$ cat src/hw/rtl/ipv6at_pkg.sv
// ---------------------------------------------------------------------------
// ipv6at_pkg
// Shared types and constants for the interface address table: operation
// codes, address constants and the request token that runs along the cells.
// ---------------------------------------------------------------------------
`default_nettype none

package ipv6at_pkg;

  localparam int unsigned ENTRIES_DEF = 8;
  localparam int unsigned ADDR_BYTES  = 16;
  localparam int unsigned CP_W        = $clog2(ADDR_BYTES + 1);

  typedef logic [2:0] opcode_t;

  localparam opcode_t OP_WRITE   = 3'd0;
  localparam opcode_t OP_IS_SELF = 3'd1;
  localparam opcode_t OP_SOL     = 3'd2;
  localparam opcode_t OP_NSOL    = 3'd3;
  localparam opcode_t OP_RSOL    = 3'd4;
  localparam opcode_t OP_LOOKUP  = 3'd5;

  localparam logic [7:0] MCAST_BYTE     = 8'hff;
  localparam logic [9:0] LINK_LOCAL_PFX = 10'h3fa;

  // Request plus the running answer, handed from cell to cell
  typedef struct packed {
    opcode_t           op;
    logic [2:0]        wr_idx;
    logic              wr_used;
    logic [63:0]       addr_high;
    logic [63:0]       addr_low;
    logic [63:0]       sol_high;
    logic [63:0]       sol_low;
    logic              search;
    logic              hit;
    logic [2:0]        idx;
    logic [CP_W-1:0]   best_cp;
    logic              link_local;
    logic [63:0]       src_high;
    logic [63:0]       src_low;
  } token_t;

endpackage

`default_nettype wire

$ cat src/hw/rtl/ipv6at_cell.sv
// ---------------------------------------------------------------------------
// ipv6at_cell
// One table entry. Stores a write aimed at it and folds its entry into the
// running answer of a passing query, then hands the token on.
// ---------------------------------------------------------------------------
`default_nettype none

module ipv6at_cell import ipv6at_pkg::*; #(
  parameter int unsigned INDEX = 0
) (
  input  wire    clk_i,
  input  wire    rst_ni,
  input  wire    in_vld_i,
  input  token_t in_tok_i,
  output logic   out_vld_o,
  output token_t out_tok_o
);

  localparam logic [2:0] MyIdx    = 3'(INDEX);
  localparam bit         Writable = (INDEX < 8);

  logic        used_q;
  logic [63:0] uni_high_q, uni_low_q, mc_high_q, mc_low_q;
  logic        out_vld_q;
  token_t      out_tok_q;
  token_t      tok_d;
  logic        wr_en;
  logic        uni_eq, mc_eq;
  logic [ADDR_BYTES-1:0] byte_eq;
  logic [CP_W-1:0]       cp;
  logic [127:0] uni_addr, qry_addr;

  assign wr_en = in_vld_i && (in_tok_i.op == OP_WRITE) && Writable
                 && (in_tok_i.wr_idx == MyIdx);

  assign uni_addr = {uni_high_q, uni_low_q};
  assign qry_addr = {in_tok_i.addr_high, in_tok_i.addr_low};
  assign uni_eq   = (uni_addr == qry_addr);
  assign mc_eq    = ({mc_high_q, mc_low_q} == qry_addr);

  // Leading run of equal bytes, byte 0 at the top
  always_comb begin
    for (int k = 0; k < ADDR_BYTES; k++) begin
      byte_eq[k] = (uni_addr[127-8*k -: 8] == qry_addr[127-8*k -: 8]);
    end
    cp = CP_W'(ADDR_BYTES);
    for (int k = ADDR_BYTES - 1; k >= 0; k--) begin
      if (!byte_eq[k]) cp = CP_W'(k);
    end
  end

  always_comb begin
    tok_d = in_tok_i;
    if (used_q) begin
      case (in_tok_i.op)
        OP_IS_SELF, OP_LOOKUP: begin
          if (in_tok_i.search && !in_tok_i.hit && uni_eq) begin
            tok_d.hit = 1'b1;
            tok_d.idx = MyIdx;
          end
        end
        OP_SOL: begin
          if (!in_tok_i.hit && mc_eq) begin
            tok_d.hit = 1'b1;
            tok_d.idx = MyIdx;
          end
        end
        OP_NSOL: begin
          if (cp > in_tok_i.best_cp) begin
            tok_d.hit      = 1'b1;
            tok_d.idx      = MyIdx;
            tok_d.best_cp  = cp;
            tok_d.src_high = uni_high_q;
            tok_d.src_low  = uni_low_q;
          end
        end
        OP_RSOL: begin
          // a link-local entry overrides an earlier fallback, then stop
          if (!in_tok_i.link_local
              && (uni_high_q[63:54] == LINK_LOCAL_PFX || !in_tok_i.hit)) begin
            tok_d.hit        = 1'b1;
            tok_d.idx        = MyIdx;
            tok_d.link_local = (uni_high_q[63:54] == LINK_LOCAL_PFX);
            tok_d.src_high   = uni_high_q;
            tok_d.src_low    = uni_low_q;
          end
        end
        default: begin
        end
      endcase
    end
  end

  always_ff @(posedge clk_i or negedge rst_ni) begin
    if (!rst_ni) begin
      used_q    <= 1'b0;
      out_vld_q <= 1'b0;
    end else begin
      out_vld_q <= in_vld_i;
      if (wr_en) used_q <= in_tok_i.wr_used;
    end
  end

  always_ff @(posedge clk_i) begin
    out_tok_q <= tok_d;
    if (wr_en) begin
      uni_high_q <= in_tok_i.addr_high;
      uni_low_q  <= in_tok_i.addr_low;
      mc_high_q  <= in_tok_i.sol_high;
      mc_low_q   <= in_tok_i.sol_low;
    end
  end

  assign out_vld_o = out_vld_q;
  assign out_tok_o = out_tok_q;

endmodule

`default_nettype wire

$ cat config.mk
export PLATFORM = sky130hd
export DESIGN_NAME = ipv6at_cell
export DESIGN_NICKNAME = d
export VERILOG_FILES = /design/src/hw/rtl/ipv6at_pkg.sv /design/src/hw/rtl/ipv6at_cell.sv
export SDC_FILE = /design/constraint.sdc
export NUM_CORES = 1
export LEC_CHECK = 0
export BUFFER_PORTS_ARGS = -buffer_cell sky130_fd_sc_hd__buf_4
export CAP_MARGIN = 20
export CORE_AREA = 3 3 318 320
export CTS_CLUSTER_DIAMETER = 30
export CTS_CLUSTER_SIZE = 40
export DETAILED_ROUTE_END_ITERATION = 16
export DIE_AREA = 0 0 321 323
export HOLD_SLACK_MARGIN = 0.12
export PLACE_DENSITY_LB_ADDON = 0.25
export SLEW_MARGIN = 10
export SYNTH_ARGS = -nofsm -noshare
export SYNTH_HDL_FRONTEND = slang
export SYNTH_SLANG_ARGS = --single-unit
$ cat constraint.sdc
create_clock -name clk_i -period 10.4 [get_ports clk_i]
set_clock_uncertainty 0.2 [all_clocks]
set_input_delay 2.08 -clock clk_i [delete_from_list [all_inputs] [get_ports clk_i]]
set_output_delay 2.08 -clock clk_i [all_outputs]
set_load 0.02 [all_outputs]
# Word-level counts from Yosys, hierarchy flattened
# Cells that the tools add are included.
[classes] muxes=27 magnitude_cmp=1 eq_ne=24 n_reduce_logical=12
[ops] cell="128-bit equality test" count=2
[ops] cell="128-bit case mux with 2 select lines" count=1
[ops] cell="138-bit two-way mux" count=1
[ops] cell="129-bit two-way mux" count=1
[ops] cell="8-bit equality test" count=16
[ops] cell="128-bit two-way mux" count=1
[ops] cell="5-bit two-way mux" count=17
[ops] cell="4-bit case mux with 4 select lines" count=1
[ops] cell="4-bit two-way mux" count=3
[ops] cell="10-bit equality test, second input constant" count=1
[ops] cell="9-bit two-way mux" count=1
[ops] cell="3-bit by 2-bit equality test with 1-bit output, second input constant" count=2
[ops] cell="3-bit equality test, second input constant" count=2
[ops] cell="1-bit logical AND" count=6
[ops] cell="3-bit zero test" count=2
[ops] cell="5-bit greater-than comparator" count=1
[ops] cell="3-bit by 1-bit equality test with 1-bit output, second input constant" count=1
[ops] cell="1-bit zero test" count=2
[ops] cell="2-bit OR reduction" count=1
[ops] cell="1-bit logical OR" count=1
[ops] cell="1-bit two-way mux" count=1
[totals] ff_bits=660 input_bits=405 out_inout_bits=403

# Depth between registers and ports, before layout
[logic_depth] depth_word=21 depth_mapped=17

# Worst setup path before layout
# OpenSTA, ideal clock, no wires.
[synth_path] path_kind="input to register" start="in in_tok_i[399] in the netlist's numbering" end="reg used_q" stages=4 setup_ps=181 setup_slack_ps=-21270 t_arrival_ps=31289 path_cell_list="nor2_1 nand2_1 nor4b_1 mux2_2"
[synth_via] elab_chain_cells=3
[synth_lines] element="from (decl)" line="ipv6at_cell.sv:14" source="input token_t in_tok_i,"
[synth_lines] element="3-bit zero test" line="ipv6at_cell.sv:33" source="assign wr_en = in_vld_i && (in_tok_i.op == OP_WRITE) && Writable"
[synth_lines] element="1-bit logical AND" line="ipv6at_cell.sv:33"
[synth_lines] element="1-bit logical AND" line="ipv6at_cell.sv:34" source="&& (in_tok_i.wr_idx == MyIdx);"
[synth_lines] element="net wr_en" line="ipv6at_cell.sv:27" source="logic wr_en;"
[synth_lines] element="to (signal assigned)" line="ipv6at_cell.sv:100" source="if (wr_en) used_q <= in_tok_i.wr_used;"
[synth_lines] element="to (decl)" line="ipv6at_cell.sv:22" source="logic used_q;"
# The timed path passes the listed nets, and every way through them passes these cells.
# A chain may end at the register's enable or synchronous reset.

==> impl_metrics.ini <==
[placed_design]
finalWeightedCongestion = 0.8191
post-place-ws_ns = 3.307
dp_hpwl_mm = 74.25
numPortBuffers = 807
post_dp_cell_area_sq_um = 29090

[synthesis]
ys_ff_latch = 660
yosysTopAreaCell = dfxtp_1
synth_mux_area_share_pct = 1.935
synth_cells = 1486
netlist_area_sq_um = 21470
synthesis.nets = 1896
yosysWarnings = 0
synth_xor_area_share_pct = 10.16
synthAdderAreaFrac_pct = 0.2914
synth_top_family_by_area = XOR/XNOR gates
synth_simple_gate_area_share_pct = 5.950
synth_commonest_cells = dfxtp_1, edfxtp_1, xnor2_1, nand2_1, a22oi_1
synth_compound_gate_area_share_pct = 6.900
ys_seq_area_share_pct = 73.52
synth_area_leaders = dfxtp_1, edfxtp_1, xnor2_1
synth_area_per_cell_sq_um = 14.45
synth_ff_type = dfxtp_1
synth_edf_count = 256
post-synth-top-count-cell = dfxtp_1
synthArstFlopShare_pct = 0.3030
synth_cell_types = 62
yosys.area.top_type_share_pct = 37.48

[power_and_ir_drop]
vdd_drop_max_uv = 148.1
p_leak_nw = 14.11
power.density_nw_per_um2 = 244.8

[critical_path]
critPathLaunchType = input pin
crit_fanout = 51
worstSetupPathType = input pin to flop
cp.arrival_ns = 6.90
required_ns = 10.82
end_kind = flop

[drt]
drt_iter0_markers = 917
dr.pass1.iters = 7
drt-total-wl_mm = 96.13
vias_per_cell = 4.165
wl_per_cell_um = 24.92
postRouteAntennaNets = 0
vias = 16060
drc = 0

[floorplan]
num_rows = 115
coreArea_sq_um = 98420
num_io_pins = 808
dieHeight_um = 323
fp.dieArea_sq_um = 103700
dieWidth_um = 321
start_util_pct = 21.81

[global_routing]
grt_pass1_vias = 17140
grt_max_degree = 129
grt_overflow = 0
antenna_found_initial = 15
grt_usage_pct = 17.85
grt_pass1_wl_mm = 129.2

[run]
maxCapViolCount = 0

[sta]
fin_setup_tns_ns = 0
min_period_over_period_pct = 62.28
worstMarginPinSlew_ns = 1.093
hold_viol_final = 0
layout_setup_ws_ns = 3.923
whs_ns = 0.3128
period_needed_ns = 6.477
slew_headroom_pct = 26.55
timing.fmax_ghz = 0.1544
slew_violations = 0
setup_violations = 0
rsz0062_at_grt = false

[cells_and_area]
fillers = 9693
final_layout_size_suffix_gt1_share_pct = 44.41
synthToLayoutAreaGrowth_pct = 61.80
finalNetCount = 2831
seq_area_sq_um = 15790
design_area_sq_um = 34740
multi_input_area_sq_um = 5485
final_core_util_pct = 35.29

[clock_tree]
clock_path_buffers = 3
clk_pin_slew_ns = 0.05
cts.repair.resized = 0
clk_latency_ns = 0.73
clock-sinks = 660
root_buffer = clkbuf_16
cts_tree = yes
cts_hold_buf = 0
cts_buffers = 160
postCtsSetupRepairBufs = 0
cts.htree.levels = 4

[run_status]
outcome = completed

[worst_hold_path]
hold_path.class = flop to flop
cells by family (layout without fill, tap and decap cells):
family,after synthesis,after routing
AND/OR/NAND/NOR,243,243
other,0,10
AO/OA/AOI/OAI,231,231
adder cells (fa/ha/maj),5,5
multiplexers,37,37
flip-flops,660,660
buffers and inverters,61,1135
XOR/XNOR,249,249
flip-flops by register name, summed over array words and instances (netlist names):
name,cells
mc_high_q,64
mc_low_q,64
out_tok_o,402
out_vld_o,1
uni_high_q,64
uni_low_q,64
used_q,1
where the power goes:
part	leakage [nW]	internal, W	switching [W]	total (W)
Sequential	5.72	0.00278	0.0000332	0.00282
Clock	2.74	0.00343	0.00162	0.00505
Combinational	5.66	0.000269	0.000364	0.000633
metrics by stage:
step,std cells,power (W)
after floorplan,1486,0.003094
after global placement,3544,0.003506
after detailed placement,3545,0.003512
after CTS,3846,0.008623
after global routing,3853,0.008795
final,3857,0.008502
layout make-up:
| type | instances | area share, % |
|---|---|---|
| Sequential cell | 660 | 45.44 |
| Timing Repair Buffer | 819 | 17.72 |
| Multi-Input combinational cell | 765 | 15.79 |
| Clock buffer | 213 | 13.34 |
| Tap cell | 1287 | 4.636 |
| Clock inverter | 88 | 2.828 |
| Inverter | 15 | 0.1693 |
| Antenna cell | 10 | 0.07204 |
critical path, stage by stage:
cell,delay [ns]
buf_4,0.13
xnor2_1,0.30
nand4_1,0.23
nor4_2,0.98
nand4_1,0.37
nor3_1,0.30
ha_1,0.29
mux2i_1,0.15
a21oi_2,0.29
a31o_4,0.64
buf_4,0.65
a22oi_1,0.17
o21ai_1,0.19
layer usage:
metal | vias to the layer above | track usage (%) | share of wire, %
met5 | - | 0 | 0.014
met3 | 136 | 5.456 | 7.6
met2 | 733 | 31.48 | 51
met1 | 7899 | 20.66 | 39
met4 | 2 | 5.759 | 2.2
li1 | 7293 | - | -
layout by cell type (no fill, tap or decap), drive strengths merged, types with 4 or more instances in the layout:
cell type	n
a21oi	5
ha	5
edfxtp	256
clkinvlp	13
clkinv	46
clkbuf	213
nand4	53
bufinv	11
nand2	119
buf	819
nor4	27
nor2b	5
mux2	36
diode	10
dfxtp	402
xnor2	192
a22oi	97
nor2	13
o22ai	4
o21ai	102
xor2	57
inv	33
path summary, 6_finish.rpt:
kind / cells past startpoint / start / end / slack (ns)
worst min register to register: 1 / uni_high_q[38] / out_tok_o[102] / 0.31
worst max-delay path: 13 / in_tok_i[373] / out_tok_o[121] / 3.92
max in group asynchronous: 1 / rst_ni / used_q / 8.94
min in group asynchronous: 1 / rst_ni / out_vld_o / 0.95
worst min-delay path: 1 / uni_high_q[38] / out_tok_o[102] / 0.31
worst max register to register: 12 / uni_high_q[42] / out_tok_o[121] / 4.99
Power figures use the tool's default switching activity.
